--- src/rtl/core/date_text_to_epoch_seconds_defines.svh ---
`ifndef DATE_TEXT_TO_EPOCH_SECONDS_DEFINES_SVH
`define DATE_TEXT_TO_EPOCH_SECONDS_DEFINES_SVH

// Checks a consequence in the same cycle as its cause.
`define DTES_ASSERT_SAME(label, ante, cons, msg) \
	label: assert property (@(posedge clk) disable iff (!arst_n) (ante) |-> (cons)) \
		else $error(msg);

// Checks a consequence in the cycle after its cause.
`define DTES_ASSERT_NEXT(label, ante, cons, msg) \
	label: assert property (@(posedge clk) disable iff (!arst_n) (ante) |=> (cons)) \
		else $error(msg);

`endif

--- src/rtl/core/dtes_pkg.sv ---
package dtes_pkg;

	localparam int FieldW    = 7;
	localparam int YearW     = 14;
	localparam int PivotW    = 7;
	localparam int EpochW    = 39;
	localparam int HmsW      = 17;
	localparam logic [PivotW-1:0] PivotReset = 7'd30;

	// Number of arithmetic cycles between the final byte and the result load.
	localparam int CalcCycles = 7;
	localparam int CntW       = 3;

	typedef enum logic [4:0] {
		PH_FRESH, PH_LEAD, PH_NOW, PH_MON, PH_DAY0, PH_DAY, PH_YEAR0, PH_YEAR,
		PH_SP1, PH_HOUR, PH_MIN0, PH_MIN, PH_SP2, PH_SEC0, PH_SEC, PH_AM, PH_PM,
		PH_TAIL
	} phase_t;

	typedef enum logic [1:0] {
		CS_TEXT,
		CS_CALC,
		CS_LOAD
	} ctrl_state_t;

	typedef enum logic [1:0] {
		PS_VALID   = 2'd0,
		PS_INVALID = 2'd1,
		PS_NOW     = 2'd2
	} status_t;

	typedef struct packed {
		logic take;
		logic load_out;
	} dp_cmd_t;

	typedef struct packed {
		logic out_full;
	} dp_stat_t;

	// Days before the first of a month, counted in a year that starts in March.
	function automatic logic [8:0] month_offset(input logic [FieldW-1:0] m);
		logic [8:0] r;
		case (m)
			7'd3:    r = 9'd0;
			7'd4:    r = 9'd31;
			7'd5:    r = 9'd61;
			7'd6:    r = 9'd92;
			7'd7:    r = 9'd122;
			7'd8:    r = 9'd153;
			7'd9:    r = 9'd184;
			7'd10:   r = 9'd214;
			7'd11:   r = 9'd245;
			7'd12:   r = 9'd275;
			7'd1:    r = 9'd306;
			7'd2:    r = 9'd337;
			default: r = 9'd0;
		endcase
		return r;
	endfunction

	function automatic logic [4:0] month_days(input logic [FieldW-1:0] m, input logic leap);
		logic [4:0] r;
		case (m)
			7'd2:    r = leap ? 5'd29 : 5'd28;
			7'd4:    r = 5'd30;
			7'd6:    r = 5'd30;
			7'd9:    r = 5'd30;
			7'd11:   r = 5'd30;
			default: r = 5'd31;
		endcase
		return r;
	endfunction

endpackage

--- src/rtl/core/dtes_ctrl.sv ---
module dtes_ctrl (
	input  logic               clk,
	input  logic               arst_n,
	input  logic               in_valid,
	input  logic               last_char,
	input  logic               out_ready,
	input  dtes_pkg::dp_stat_t stat,
	output logic               in_ready,
	output dtes_pkg::dp_cmd_t  cmd
);

	localparam logic [dtes_pkg::CntW-1:0] LastStep = dtes_pkg::CntW'(dtes_pkg::CalcCycles - 1);

	dtes_pkg::ctrl_state_t state_q, state_n;
	logic [dtes_pkg::CntW-1:0] cnt_q;
	logic can_load;

	assign can_load = !stat.out_full || out_ready;

	always_comb begin
		state_n = state_q;
		case (state_q)
			dtes_pkg::CS_TEXT: begin
				if (in_valid && last_char) begin
					state_n = dtes_pkg::CS_CALC;
				end
			end
			dtes_pkg::CS_CALC: begin
				if (cnt_q == LastStep) begin
					state_n = dtes_pkg::CS_LOAD;
				end
			end
			dtes_pkg::CS_LOAD: begin
				if (can_load) begin
					state_n = dtes_pkg::CS_TEXT;
				end
			end
			default: state_n = dtes_pkg::CS_TEXT;
		endcase
	end

	always_comb begin
		in_ready     = (state_q == dtes_pkg::CS_TEXT);
		cmd.take     = in_ready && in_valid;
		cmd.load_out = (state_q == dtes_pkg::CS_LOAD) && can_load;
	end

	always_ff @(posedge clk or negedge arst_n) begin
		if (!arst_n) begin
			state_q <= dtes_pkg::CS_TEXT;
			cnt_q   <= '0;
		end else begin
			state_q <= state_n;
			if (state_q == dtes_pkg::CS_CALC) begin
				cnt_q <= cnt_q + dtes_pkg::CntW'(1);
			end else begin
				cnt_q <= '0;
			end
		end
	end

endmodule

--- src/rtl/core/dtes_dp.sv ---
module dtes_dp (
	input  logic                          clk,
	input  logic                          arst_n,
	input  logic                          cfg_valid,
	input  logic [dtes_pkg::PivotW-1:0]   cfg_data,
	input  logic [7:0]                    char_byte,
	input  dtes_pkg::dp_cmd_t             cmd,
	input  logic                          out_ready,
	output dtes_pkg::dp_stat_t            stat,
	output logic                          out_valid,
	output logic [1:0]                    parse_status,
	output logic signed [dtes_pkg::EpochW-1:0] epoch_seconds
);

	localparam logic [7:0] ChSpace = 8'h20;
	localparam logic [7:0] ChSlash = 8'h2F;
	localparam logic [7:0] ChColon = 8'h3A;
	localparam logic [7:0] ChZero  = 8'h30;
	localparam logic [7:0] ChNine  = 8'h39;
	localparam logic [7:0] ChNLo   = 8'h6E;
	localparam logic [7:0] ChOLo   = 8'h6F;
	localparam logic [7:0] ChWLo   = 8'h77;
	localparam logic [7:0] ChALo   = 8'h61;
	localparam logic [7:0] ChAUp   = 8'h41;
	localparam logic [7:0] ChPLo   = 8'h70;
	localparam logic [7:0] ChPUp   = 8'h50;
	localparam logic [7:0] ChMLo   = 8'h6D;
	localparam logic [7:0] ChMUp   = 8'h4D;

	localparam int FW = dtes_pkg::FieldW;
	localparam int YW = dtes_pkg::YearW;

	// Text parser state.
	dtes_pkg::phase_t phase_q, ph_n;
	logic [2:0]    dc_q, dc_n;
	logic [FW-1:0] mon_q, mon_n, day_q, day_n, hour_q, hr_n, min_q, mi_n, sec_q, se_n;
	logic [YW-1:0] year_q, yr_n, year_adj;
	logic          valid_q;
	logic [1:0]    nowp_q, nowp_n;
	logic          ok;
	logic [dtes_pkg::PivotW-1:0] pivot_q;

	logic       is_dig, sp;
	logic [3:0] dig;

	assign is_dig   = (char_byte >= ChZero) && (char_byte <= ChNine);
	assign sp       = (char_byte == ChSpace);
	assign dig      = char_byte[3:0];
	assign year_adj = year_q + ((year_q <= {7'b0, pivot_q}) ? 14'd2000 : 14'd1900);

	always_comb begin
		ph_n   = phase_q;
		dc_n   = dc_q;
		mon_n  = mon_q;
		day_n  = day_q;
		yr_n   = year_q;
		hr_n   = hour_q;
		mi_n   = min_q;
		se_n   = sec_q;
		nowp_n = nowp_q;
		ok     = 1'b0;
		case (phase_q)
			dtes_pkg::PH_FRESH, dtes_pkg::PH_LEAD: begin
				if (phase_q == dtes_pkg::PH_FRESH && char_byte == ChNLo) begin
					nowp_n = 2'd1;
					ph_n   = dtes_pkg::PH_NOW;
					ok     = 1'b1;
				end else if (sp) begin
					ph_n = dtes_pkg::PH_LEAD;
					ok   = 1'b1;
				end else if (is_dig) begin
					mon_n = {3'b0, dig};
					dc_n  = 3'd1;
					ph_n  = dtes_pkg::PH_MON;
					ok    = 1'b1;
				end
			end
			dtes_pkg::PH_NOW: begin
				if (nowp_q == 2'd1 && char_byte == ChOLo) begin
					nowp_n = 2'd2;
					ok     = 1'b1;
				end else if (nowp_q == 2'd2 && char_byte == ChWLo) begin
					nowp_n = 2'd3;
					ok     = 1'b1;
				end else begin
					nowp_n = 2'd0;
				end
			end
			dtes_pkg::PH_MON: begin
				if (char_byte == ChSlash) begin
					ph_n = dtes_pkg::PH_DAY0;
					ok   = 1'b1;
				end else if (is_dig && dc_q < 3'd2) begin
					mon_n = mon_q * 7'd10 + {3'b0, dig};
					dc_n  = dc_q + 3'd1;
					ok    = 1'b1;
				end
			end
			dtes_pkg::PH_DAY0: begin
				if (is_dig) begin
					day_n = {3'b0, dig};
					dc_n  = 3'd1;
					ph_n  = dtes_pkg::PH_DAY;
					ok    = 1'b1;
				end
			end
			dtes_pkg::PH_DAY: begin
				if (char_byte == ChSlash) begin
					ph_n = dtes_pkg::PH_YEAR0;
					ok   = 1'b1;
				end else if (is_dig && dc_q < 3'd2) begin
					day_n = day_q * 7'd10 + {3'b0, dig};
					dc_n  = dc_q + 3'd1;
					ok    = 1'b1;
				end
			end
			dtes_pkg::PH_YEAR0: begin
				if (is_dig) begin
					yr_n = {10'b0, dig};
					dc_n = 3'd1;
					ph_n = dtes_pkg::PH_YEAR;
					ok   = 1'b1;
				end
			end
			dtes_pkg::PH_YEAR: begin
				if (sp) begin
					ph_n = dtes_pkg::PH_SP1;
					if (dc_q == 3'd2) begin
						yr_n = year_adj;
						ok   = 1'b1;
					end else begin
						ok = (dc_q == 3'd4);
					end
				end else if (is_dig && dc_q < 3'd4) begin
					yr_n = year_q * 14'd10 + {10'b0, dig};
					dc_n = dc_q + 3'd1;
					ok   = 1'b1;
				end
			end
			dtes_pkg::PH_SP1: begin
				if (sp) begin
					ok = 1'b1;
				end else if (is_dig) begin
					hr_n = {3'b0, dig};
					dc_n = 3'd1;
					ph_n = dtes_pkg::PH_HOUR;
					ok   = 1'b1;
				end
			end
			dtes_pkg::PH_HOUR: begin
				if (char_byte == ChColon) begin
					ph_n = dtes_pkg::PH_MIN0;
					ok   = 1'b1;
				end else if (is_dig && dc_q < 3'd2) begin
					hr_n = hour_q * 7'd10 + {3'b0, dig};
					dc_n = dc_q + 3'd1;
					ok   = 1'b1;
				end
			end
			dtes_pkg::PH_MIN0: begin
				if (is_dig) begin
					mi_n = {3'b0, dig};
					dc_n = 3'd1;
					ph_n = dtes_pkg::PH_MIN;
					ok   = 1'b1;
				end
			end
			dtes_pkg::PH_MIN, dtes_pkg::PH_SP2: begin
				if (sp) begin
					ph_n = dtes_pkg::PH_SP2;
					ok   = 1'b1;
				end else if (char_byte == ChALo || char_byte == ChAUp) begin
					ph_n = dtes_pkg::PH_AM;
					ok   = 1'b1;
				end else if (char_byte == ChPLo || char_byte == ChPUp) begin
					ph_n = dtes_pkg::PH_PM;
					ok   = 1'b1;
				end else if (phase_q == dtes_pkg::PH_MIN) begin
					if (char_byte == ChColon) begin
						ph_n = dtes_pkg::PH_SEC0;
						ok   = 1'b1;
					end else if (is_dig && dc_q < 3'd2) begin
						mi_n = min_q * 7'd10 + {3'b0, dig};
						dc_n = dc_q + 3'd1;
						ok   = 1'b1;
					end
				end
			end
			dtes_pkg::PH_SEC0: begin
				if (is_dig) begin
					se_n = {3'b0, dig};
					dc_n = 3'd1;
					ph_n = dtes_pkg::PH_SEC;
					ok   = 1'b1;
				end
			end
			dtes_pkg::PH_SEC: begin
				if (sp) begin
					ph_n = dtes_pkg::PH_TAIL;
					ok   = 1'b1;
				end else if (is_dig && dc_q < 3'd2) begin
					se_n = sec_q * 7'd10 + {3'b0, dig};
					dc_n = dc_q + 3'd1;
					ok   = 1'b1;
				end
			end
			dtes_pkg::PH_AM, dtes_pkg::PH_PM: begin
				if ((char_byte == ChMLo || char_byte == ChMUp) &&
				    hour_q >= 7'd1 && hour_q <= 7'd12) begin
					hr_n = ((hour_q == 7'd12) ? 7'd0 : hour_q) +
					       ((phase_q == dtes_pkg::PH_PM) ? 7'd12 : 7'd0);
					ph_n = dtes_pkg::PH_TAIL;
					ok   = 1'b1;
				end
			end
			dtes_pkg::PH_TAIL: ok = sp;
			default:           ok = 1'b0;
		endcase
	end

	always_ff @(posedge clk or negedge arst_n) begin
		if (!arst_n) begin
			pivot_q <= dtes_pkg::PivotReset;
		end else if (cfg_valid) begin
			pivot_q <= cfg_data;
		end
	end

	always_ff @(posedge clk or negedge arst_n) begin
		if (!arst_n) begin
			phase_q <= dtes_pkg::PH_FRESH;
			dc_q    <= '0;
			mon_q   <= '0;
			day_q   <= '0;
			year_q  <= '0;
			hour_q  <= '0;
			min_q   <= '0;
			sec_q   <= '0;
			valid_q <= 1'b1;
			nowp_q  <= '0;
		end else if (cmd.load_out) begin
			phase_q <= dtes_pkg::PH_FRESH;
			dc_q    <= '0;
			mon_q   <= '0;
			day_q   <= '0;
			year_q  <= '0;
			hour_q  <= '0;
			min_q   <= '0;
			sec_q   <= '0;
			valid_q <= 1'b1;
			nowp_q  <= '0;
		end else if (cmd.take && valid_q) begin
			phase_q <= ph_n;
			dc_q    <= dc_n;
			mon_q   <= mon_n;
			day_q   <= day_n;
			year_q  <= yr_n;
			hour_q  <= hr_n;
			min_q   <= mi_n;
			sec_q   <= se_n;
			valid_q <= ok;
			nowp_q  <= nowp_n;
		end
	end

	// Stage 1: form of the text, effective year, time of day.
	logic form_ok_c, is_now_c, time_ok_c;
	logic [YW-1:0] y_c;
	logic [dtes_pkg::HmsW-1:0] hms_c;

	assign form_ok_c = valid_q &&
		((phase_q == dtes_pkg::PH_YEAR) ? (dc_q == 3'd2 || dc_q == 3'd4) :
		 (phase_q == dtes_pkg::PH_SP1 || phase_q == dtes_pkg::PH_MIN ||
		  phase_q == dtes_pkg::PH_SP2 || phase_q == dtes_pkg::PH_SEC ||
		  phase_q == dtes_pkg::PH_TAIL));
	assign is_now_c  = valid_q && phase_q == dtes_pkg::PH_NOW && nowp_q == 2'd3;
	assign y_c       = (phase_q == dtes_pkg::PH_YEAR && dc_q == 3'd2) ? year_adj : year_q;
	assign time_ok_c = hour_q <= 7'd23 && min_q <= 7'd59 && sec_q <= 7'd59;
	assign hms_c     = {10'b0, hour_q} * 17'd3600 + {10'b0, min_q} * 17'd60 + {10'b0, sec_q};

	logic [YW-1:0] y_s1;
	logic [FW-1:0] m_s1, d_s1;
	logic form_ok_s1, now_s1, time_ok_s1;
	logic [dtes_pkg::HmsW-1:0] hms_s1;

	always_ff @(posedge clk) begin
		y_s1       <= y_c;
		m_s1       <= mon_q;
		d_s1       <= day_q;
		form_ok_s1 <= form_ok_c;
		now_s1     <= is_now_c;
		time_ok_s1 <= time_ok_c;
		hms_s1     <= hms_c;
	end

	// Stage 2: shifted year and the year divided by 100.
	logic [YW-1:0] yy_c;
	logic [22:0]   q_prod;

	assign yy_c   = y_s1 + 14'd400 - {13'b0, (m_s1 <= 7'd2)};
	assign q_prod = {11'b0, y_s1[13:2]} * 23'd1311;

	logic [YW-1:0] yy_s2, y_s2;
	logic [6:0]    q100_s2;
	logic [FW-1:0] m_s2, d_s2;
	logic form_ok_s2, now_s2, time_ok_s2;
	logic [dtes_pkg::HmsW-1:0] hms_s2;

	always_ff @(posedge clk) begin
		yy_s2      <= yy_c;
		q100_s2    <= q_prod[21:15];
		y_s2       <= y_s1;
		m_s2       <= m_s1;
		d_s2       <= d_s1;
		form_ok_s2 <= form_ok_s1;
		now_s2     <= now_s1;
		time_ok_s2 <= time_ok_s1;
		hms_s2     <= hms_s1;
	end

	// Stage 3: era, leap year, range checks, day of the March-based year.
	logic [14:0] era_prod;
	logic        m100, leap, range_ok;
	logic [4:0]  dim;
	logic [8:0]  doy_c;
	dtes_pkg::status_t status_c;

	assign era_prod = {5'b0, yy_s2[13:4]} * 15'd41;
	assign m100     = (y_s2 == {7'b0, q100_s2} * 14'd100);
	assign leap     = (y_s2[1:0] == 2'd0 && !m100) || (m100 && q100_s2[1:0] == 2'd0);
	assign dim      = dtes_pkg::month_days(m_s2, leap);
	assign range_ok = m_s2 >= 7'd1 && m_s2 <= 7'd12 && d_s2 >= 7'd1 &&
	                  d_s2 <= {2'b0, dim} && time_ok_s2;
	assign status_c = now_s2 ? dtes_pkg::PS_NOW :
	                  (form_ok_s2 && range_ok) ? dtes_pkg::PS_VALID : dtes_pkg::PS_INVALID;
	assign doy_c    = dtes_pkg::month_offset(m_s2) + {2'b0, d_s2} - 9'd1;

	logic [4:0]    era_s3;
	logic [YW-1:0] yy_s3;
	logic [8:0]    doy_s3;
	dtes_pkg::status_t status_s3;
	logic [dtes_pkg::HmsW-1:0] hms_s3;

	always_ff @(posedge clk) begin
		era_s3    <= era_prod[14:10];
		yy_s3     <= yy_s2;
		doy_s3    <= doy_c;
		status_s3 <= status_c;
		hms_s3    <= hms_s2;
	end

	// Stage 4: year of era and the era's day count.
	logic [YW-1:0] yoe_full;

	assign yoe_full = yy_s3 - {9'b0, era_s3} * 14'd400;

	logic [8:0]  yoe_s4, doy_s4;
	logic [21:0] eraterm_s4;
	dtes_pkg::status_t status_s4;
	logic [dtes_pkg::HmsW-1:0] hms_s4;

	always_ff @(posedge clk) begin
		yoe_s4     <= yoe_full[8:0];
		eraterm_s4 <= {17'b0, era_s3} * 22'd146097;
		doy_s4     <= doy_s3;
		status_s4  <= status_s3;
		hms_s4     <= hms_s3;
	end

	// Stage 5: day of era.
	logic [1:0]  div100;
	logic [17:0] doe_c;

	assign div100 = (yoe_s4 >= 9'd300) ? 2'd3 : (yoe_s4 >= 9'd200) ? 2'd2 :
	                (yoe_s4 >= 9'd100) ? 2'd1 : 2'd0;
	assign doe_c  = {9'b0, yoe_s4} * 18'd365 + {11'b0, yoe_s4[8:2]} - {16'b0, div100} +
	                {9'b0, doy_s4};

	logic [17:0] doe_s5;
	logic [21:0] eraterm_s5;
	dtes_pkg::status_t status_s5;
	logic [dtes_pkg::HmsW-1:0] hms_s5;

	always_ff @(posedge clk) begin
		doe_s5     <= doe_c;
		eraterm_s5 <= eraterm_s4;
		status_s5  <= status_s4;
		hms_s5     <= hms_s4;
	end

	// Stage 6: days since 1970-01-01, removing the 400-year shift.
	logic signed [23:0] days_s6;
	dtes_pkg::status_t status_s6;
	logic [dtes_pkg::HmsW-1:0] hms_s6;

	always_ff @(posedge clk) begin
		days_s6   <= $signed({2'b0, eraterm_s5}) + $signed({6'b0, doe_s5}) - 24'sd865565;
		status_s6 <= status_s5;
		hms_s6    <= hms_s5;
	end

	// Stage 7: days to seconds.
	logic signed [dtes_pkg::EpochW-1:0] prod_s7;
	dtes_pkg::status_t status_s7;
	logic [dtes_pkg::HmsW-1:0] hms_s7;

	always_ff @(posedge clk) begin
		prod_s7   <= $signed({{15{days_s6[23]}}, days_s6}) * 39'sd86400;
		status_s7 <= status_s6;
		hms_s7    <= hms_s6;
	end

	// Result register.
	logic signed [dtes_pkg::EpochW-1:0] secs_c, epoch_q;
	dtes_pkg::status_t status_q;
	logic out_valid_q;

	assign secs_c = prod_s7 + $signed({22'b0, hms_s7});

	always_ff @(posedge clk or negedge arst_n) begin
		if (!arst_n) begin
			out_valid_q <= 1'b0;
		end else if (cmd.load_out) begin
			out_valid_q <= 1'b1;
		end else if (out_ready) begin
			out_valid_q <= 1'b0;
		end
	end

	always_ff @(posedge clk) begin
		if (cmd.load_out) begin
			status_q <= status_s7;
			epoch_q  <= (status_s7 == dtes_pkg::PS_VALID) ? secs_c : '0;
		end
	end

	assign stat.out_full = out_valid_q;
	assign out_valid     = out_valid_q;
	assign parse_status  = status_q;
	assign epoch_seconds = epoch_q;

endmodule

--- src/rtl/core/date_text_to_epoch_seconds.sv ---
// Channel  | Signals                                   | Transfer when
// ---------+-------------------------------------------+------------------------
// in       | in_valid, in_ready, char_byte, last_char  | in_valid && in_ready
// out      | out_valid, out_ready, parse_status,       | out_valid && out_ready
//          | epoch_seconds                             |
// cfg      | cfg_valid, cfg_ready, two_digit_year_pivot| cfg_valid && cfg_ready
//
// Characters are taken one per cycle while a text is being parsed.
// The final character's transfer starts the conversion; the result register is then loaded.
// The conversion runs through a chain of registered stages, one multiply or wide add each.
// A result waiting in the output register does not block the next text; only a second
// result finding the register still full stalls the load, and input stays closed meanwhile.
// Reset is asynchronous and active low; it restores the pivot to 30 and clears the parser.

`include "date_text_to_epoch_seconds_defines.svh"

module date_text_to_epoch_seconds (
	input  logic                                 clk,
	input  logic                                 arst_n,
	input  logic                                 in_valid,
	output logic                                 in_ready,
	input  logic [7:0]                           char_byte,
	input  logic                                 last_char,
	output logic                                 out_valid,
	input  logic                                 out_ready,
	output logic [1:0]                           parse_status,
	output logic signed [dtes_pkg::EpochW-1:0]   epoch_seconds,
	input  logic                                 cfg_valid,
	output logic                                 cfg_ready,
	input  logic [dtes_pkg::PivotW-1:0]          two_digit_year_pivot
);

	dtes_pkg::dp_cmd_t  cmd;
	dtes_pkg::dp_stat_t stat;

	// The pivot register accepts a write in any cycle.
	assign cfg_ready = 1'b1;

	// The controller sequences text intake, the conversion, and the result load.
	dtes_ctrl u_ctrl (
		.clk       (clk),
		.arst_n    (arst_n),
		.in_valid  (in_valid),
		.last_char (last_char),
		.out_ready (out_ready),
		.stat      (stat),
		.in_ready  (in_ready),
		.cmd       (cmd)
	);

	// The datapath holds the parser, the calendar arithmetic and the result register.
	dtes_dp u_dp (
		.clk           (clk),
		.arst_n        (arst_n),
		.cfg_valid     (cfg_valid),
		.cfg_data      (two_digit_year_pivot),
		.char_byte     (char_byte),
		.cmd           (cmd),
		.out_ready     (out_ready),
		.stat          (stat),
		.out_valid     (out_valid),
		.parse_status  (parse_status),
		.epoch_seconds (epoch_seconds)
	);

	// Only a valid date carries a nonzero seconds value.
	`DTES_ASSERT_SAME(a_zero_unless_valid, out_valid && parse_status != dtes_pkg::PS_VALID, epoch_seconds == '0, "seconds nonzero on a non-date result")

	// The final character closes the input for the conversion.
	`DTES_ASSERT_NEXT(a_busy_after_last, in_valid && in_ready && last_char, !in_ready, "input still open after final character")

	// A result load always presents a result.
	`DTES_ASSERT_NEXT(a_load_fills_out, cmd.load_out, out_valid, "result load did not raise out_valid")

endmodule
--- config.mk ---
export PLATFORM = sky130hd
export DESIGN_NAME = date_text_to_epoch_seconds
export DESIGN_NICKNAME = d
export VERILOG_FILES = /design/src/rtl/core/dtes_pkg.sv /design/src/rtl/core/dtes_ctrl.sv /design/src/rtl/core/dtes_dp.sv /design/src/rtl/core/date_text_to_epoch_seconds.sv
export VERILOG_INCLUDE_DIRS = /design/src /design/src/rtl/core
export SDC_FILE = /design/constraint.sdc
export NUM_CORES = 2
export LEC_CHECK = 0
export BUFFER_PORTS_ARGS = -buffer_cell sky130_fd_sc_hd__clkbuf_2
export CORE_MARGIN = 2
export CORE_UTILIZATION = 38
export DETAILED_ROUTE_END_ITERATION = 8
export GPL_TIMING_DRIVEN = 0
export HOLD_SLACK_MARGIN = 0.12
export PLACE_DENSITY = 0.55
export SETUP_SLACK_MARGIN = 0.4
export SYNTH_ARGS = -nofsm -noshare
export SYNTH_HDL_FRONTEND = slang
export SYNTH_SLANG_ARGS = --single-unit
--- constraint.sdc ---
create_clock -name clk -period 6.2 [get_ports clk]
set_input_delay 1.24 -clock clk [delete_from_list [all_inputs] [get_ports clk]]
set_output_delay 1.24 -clock clk [all_outputs]
set_load 0.05 [all_outputs]
* Word level (Yosys, flattened, before mapping)
Memory sizes are Yosys's and may differ from the RTL's. A register that Yosys moved wholly into a read port is not among the register bits.
Cells that the tools add are included.
W data, S select, Z words.
** Storage, ports and cells
- Register bits :: 485
- Output and inout bits :: 44
- Memories kept :: 1
- Input bits :: 21
- Word-level logic and storage cells :: 388
- Bits in read-only memories :: 144
** Memory list
- (no name shown) :: depth 16, width 9, read ports 1, clocked after Yosys merged registers in 1, write ports 0, line dtes_pkg.sv:44 : case (m)
** Operators by class
- Multiply operators :: 15
- $lt $le $gt $ge :: 18
- Eq/ne operators :: 85
- Add/sub/neg operators :: 23
- Mux-type cells :: 124
- Reduce and logical (&&, ||, !) cells :: 70
** Operators with widths (count)
- $mux W7 :: 29
- $mux W5 :: 22
- $mux W14 :: 7
- $eq A8 B7 Y1 const B :: 9
- $pmux W5 S13 :: 1
- $ne A3 B2 Y1 const B :: 20
- $pmux W7 S2 :: 4
- $mux W3 :: 16
- $eq A5 B4 Y1 const B :: 8
- $add A39 B18 Y39 :: 1
- $ne A3 B3 Y1 const B :: 13
- $add A7 B4 Y7 :: 5
- $mul A7 B3 Y6 const B :: 5
- $mul A24 B11 Y32 const B :: 1
- $pmux W14 S2 :: 1
- $logic_and A1 B1 Y1 :: 25
- $mux W1 :: 25
- $eq A8 B6 Y1 const B :: 3
- $pmux W3 S8 :: 1
- $sub A24 B21 Y24 const B :: 1
- $add A22 B18 Y23 :: 1
- $mul A12 B11 Y22 const B :: 1
- $mul A5 B18 Y22 const B :: 1
- $eq A7 B4 Y1 const B :: 3
- 78 further kinds :: 132

* Longest topological paths before layout
- Word-level depth :: 12
- Mapped depth :: 27
- Mapped depth without buffers :: 27

* Cells and area by module
From an unflattened synthesis, not the netlist that was laid out.
** Unflattened totals
- Cells, all modules :: 3318
- Area total of the unflattened synthesis :: 33509.6 um^2
** By module, submodules not included
- dtes_dp :: area an instance 33260.6 um^2, times used 1, cells an instance 3294
- dtes_ctrl :: area an instance 237.7 um^2, times used 1, cells an instance 22
- date_text_to_epoch_seconds :: area an instance 11.3 um^2, times used 1, cells an instance 2

* Worst setup path before layout
OpenSTA, ideal clock, no wires.
- Kind :: flip-flop to flip-flop
- From :: register u_dp.yoe_s4[4]
- To :: register u_dp.doe_s5[17]
- Library setup time :: 72 ps
- Buffers on the path :: 0
- Clock period less this slack :: 4956 ps
- Setup slack :: 1244 ps
- Arrival :: 4884 ps
- Data required time :: 6128 ps
- Stages on the path, launching flop included :: 23
- Cells stage by stage :: dfxtp_1 -> inv_1 -> ha_1 -> a21oi_1 -> o21ai_0 -> a221o_1 -> nor2_1 -> ha_1 -> inv_1 -> ha_1 -> fa_1 -> fa_1 -> inv_1 -> ha_1 -> a21o_1 -> a21oi_1 -> o21ai_0 -> nand2_1 -> o21ai_0 -> o41ai_1 -> o2111ai_1 -> a21oi_1 -> xnor2_1
** On the way
- Word-level cells in the longest chain between the ends :: 6
- Elaborated cells on any way between the ends :: 10
- Those cells by class :: 3 x add/sub; 1 x mul; 3 x order compare; 3 x mux
** RTL lines
- from (decl) :: line dtes_dp.sv:357 : logic [8:0] yoe_s4, doy_s4;
- from (signal assigned) :: line dtes_dp.sv:363 : yoe_s4 <= yoe_full[8:0];
- parallel branches: the longest is 4 deep, another holds $mul A9 B9 Y18
- $sub A18 B2 Y18 (*) :: line dtes_dp.sv:376 : assign doe_c = {9'b0, yoe_s4} * 18'd365 + {11'b0, yoe_s4[8:2]} - {16'b0, div100} +
- $add A18 B9 Y18 (*) :: line dtes_dp.sv:376
- named net u_dp.doe_c[17] :: line dtes_dp.sv:372 : logic [17:0] doe_c;
- to (signal assigned) :: line dtes_dp.sv:385 : doe_s5 <= doe_c;
- to (decl) :: line dtes_dp.sv:379 : logic [17:0] doe_s5;
Mark *: on every way through the listed nets, which the timed path passes.
A chain may end at the register's enable or synchronous reset.

* Final worst setup path
Same ends and word-level chain as after synthesis.

==> flow_summary.toml <==
[global_routing]
grt_pass1_wl_um = 111000
grt_max_degree = 54
antenna_found_initial = 1
grt_overflow = 0
grt_util_all_layers_pct = 14.8
grt_pass1_vias = 22700

[synth]
yosysUniqueCellTypes = 83
yosys.area.top_type = "dfxtp_1"
synth_top_area_share_pct = 22.7
synth_flop_cell = "dfxtp_1"
synth_area_sq_um = 33500
syn_area_per_cell_sq_um = 10.1
ys_top_cells_by_count = "ha_1, inv_1, dfxtp_1"
syn_nets = 4124
async_flop_share_pct = 14.8
synth.area.top_cells = "dfxtp_1, ha_1, fa_1, inv_1, xnor2_1"
synth_edf_count = 41
yosysMostFrequentCell = "ha_1"
seq_area_frac_synth_pct = 31.8
yosysWarnings = 0
postSynthCellCount = 3330
ys_ff_latch = 494

[clocking]
cts_tree = "built"
clkSinkCount = 494
insertion_delay_ns = 0.65
numCtsBuffers = 56
cts.htree.levels = 2
clk_path_buf_depth = 3
path_clk_slew_ns = 0.06
root_buffer = "clkbuf_16"

[final_layout]
drive_gt1_share_pct = 6.38
fin_nets = 4245
antennaDiodeCount = 0
fillers = 8509
synthToLayoutAreaGrowth_pct = 11.5

[placed_design]
place_congestion = 0.914
io_buffers = 61
place_hpwl_um = 52300

[die]
die_h_um = 301
boundaryPins = 65
rows = 108
fp.coreArea_sq_um = 87000
fp.dieW_um = 301
die-area_sq_um = 90600
initial_core_util_pct = 38.5

[timing]
relSlewSlack_pct = 30.7
finalCriticalPeriod_ns = 5.44
rsz0062_at_grt = "false"
fmax_ghz = 0.184
report.final.hold_viol_count = 0
fin_worst_skew_ns = 0.0360
worst_pin_slew_ns = 1.03
finalSetupTns_ns = 0
setup_violations = 0
finalCritPeriodShare_pct = 87.7
slew_violations = 0

[worst_setup_path]
slowest_delay_ns = 0.60
r2r_slack_ns = 0.76
worstSetupStartpoint = "u_dp.yoe_s4[4]"
crit_arrival_ns = 5.97
worstPathRequired_ns = 6.73
cp-start-kind = "register"
cp_slowest_cell = "fa_1"
r2r-start = "u_dp.yoe_s4[4]"
path_cells = "inv_1 > ha_1 > a21oi_1 > o21ai_0 > a221o_1 > nor2_1 > ha_1 > inv_1 > ha_1 > fa_1 > fa_1 > inv_1 > ha_1 > a21o_1 > a21oi_1 > o21ai_0 > nand2_1 > o21ai_0 > o41ai_2 > o2111ai_1 > a21oi_1 > xnor2_1"
worst-path-max-fanout = 8
path_common_cell = "ha_1"
crit_type = "register to register"
critPathCaptureType = "register"

[detailed_routing]
dr.pass1.iters = 5
ant_nets = 0
drt-total-wl_um = 65800
vias = 22500
drt_iter0_drc = 959
viasPerCell = 4.84
routedWlPerCell_um = 14.2
route.detailed.drc = 0

[status]
status = "finished, final reports clean"

[job]
max_cap_viol_count = 0

[hold_path]
hp-start = "u_dp.doy_s3[2]"
hp-class = "register to register"
-- worst paths after layout --
| kind | end | depth (start not counted) |
|---|---|---|
| max | u_dp.doe_s5[17] | 22 |
| max reg2reg | u_dp.doe_s5[17] | 22 |
| min reg2reg | u_dp.doy_s4[2] | 0 |
| min in group asynchronous | u_dp.pivot_q[5] | 1 |
| max in group asynchronous | u_dp.valid_q | 2 |
| min | u_dp.doy_s4[2] | 0 |
-- critical path: cells and delay by family (launching register included) --
kind,cells,cell delay [ns]
and+or+nand+nor,2,0.33
DFF,1,0.50
buffers and inverters,3,0.28
adders and majority gates,6,1.95
AOI/OAI and AO/OA,10,2.12
xor gates and xnor gates,1,0.16
-- state kept, by name, summed over array words and instances, names as in the netlist, 18 cells and up, named ones only --
register / flops
u_dp.prod_s7: 32
u_dp.epoch_seconds: 39
u_dp.eraterm_s4: 22
u_dp.doe_s5: 18
u_dp.eraterm_s5: 22
u_dp.days_s6: 24
-- cells by family (layout without fill, tap and decap cells) --
family / after synthesis / in the layout / synth area share [%]
AO/OA/AOI/OAI: 579 / 579 / 11.1
XOR/XNOR: 265 / 265 / 6.97
adder cells (fa/ha/maj): 773 / 773 / 33.5
buffers and inverters: 567 / 734 / 6.46
flip-flops: 494 / 494 / 31.8
multiplexers: 22 / 22 / 0.777
other: 1 / 1 / 0.0112
AND/OR/NAND/NOR: 629 / 629 / 9.33
-- per-stage QoR --
stage,instances,setup slack [ns],hold WS (ns),cell area [sq um],util [%]
final,4652,0.762,0.301,37400,42.9
after CTS,4652,0.587,0.303,37300,42.9
after detailed placement,4548,0.143,0.312,35300,40.6
after global routing,4652,0.402,0.318,37400,42.9
after floorplan,3330,1.24,0.310,33500,-
after global placement,4546,0.153,0.310,35300,40.5
-- what timing repair did --
item / 4_1_cts / 5_1_grt
hold buffers: 0 / 0
gates resized for setup: 2 / 4
endpoints found under the setup margin: 3 / 2
setup buffers: 0 / 0
-- area by class of cell --
class / instances / area (sq um) / area share (%)
well taps: 1155 / 1450 / 3.87
clock buffers: 72 / 1610 / 4.30
clock inverters: 32 / 424 / 1.14
flip-flops and latches: 494 / 10700 / 28.6
inverters: 511 / 1920 / 5.13
multi-input cells: 2269 / 20700 / 55.4
repair buffers: 63 / 355 / 0.951
plain buffers: 56 / 246 / 0.660
-- placed cells by master, fill, tap and decap left out, drive strengths merged, types with 11 or more instances in the layout --
master | synthesis | layout
ha | 565 | 565
inv | 510 | 516
dfxtp | 380 | 380
fa | 208 | 208
xnor2 | 200 | 200
clkbuf | 46 | 179
a21oi | 175 | 175
nand2 | 165 | 165
nor2 | 141 | 141
o21ai | 131 | 131
dfrtp | 68 | 68
xor2 | 64 | 64
a21o | 64 | 64
nor3 | 59 | 59
nand3 | 56 | 56
edfxtp | 41 | 41
nor2b | 32 | 32
o21bai | 26 | 26
or3 | 24 | 24
nand4 | 23 | 23
and2 | 21 | 21
nand2b | 20 | 20
o31ai | 20 | 20
and3 | 18 | 18
o21a | 18 | 18
o41ai | 17 | 17
o211ai | 17 | 17
clkinv | 1 | 17
or4 | 16 | 16
a31oi | 14 | 14
a211oi | 14 | 14
nor3b | 13 | 13
nor4 | 13 | 13
mux2 | 12 | 12
buf | 10 | 12
or2 | 11 | 11
-- per-layer routing --
| layer | wire length [um] | track usage [%] | up-vias |
|---|---|---|---|
| li1 | - | - | 11500 |
| met1 | 30300 | 18.6 | 10600 |
| met2 | 31800 | 26.3 | 334 |
| met3 | 2220 | 2.01 | 106 |
| met4 | 1570 | 4.58 | 0 |
| met5 | 0 | 0 | - |
Power is not shown: default switching activity piles up to over one toggle a cycle in this logic, so the estimate is an artifact.
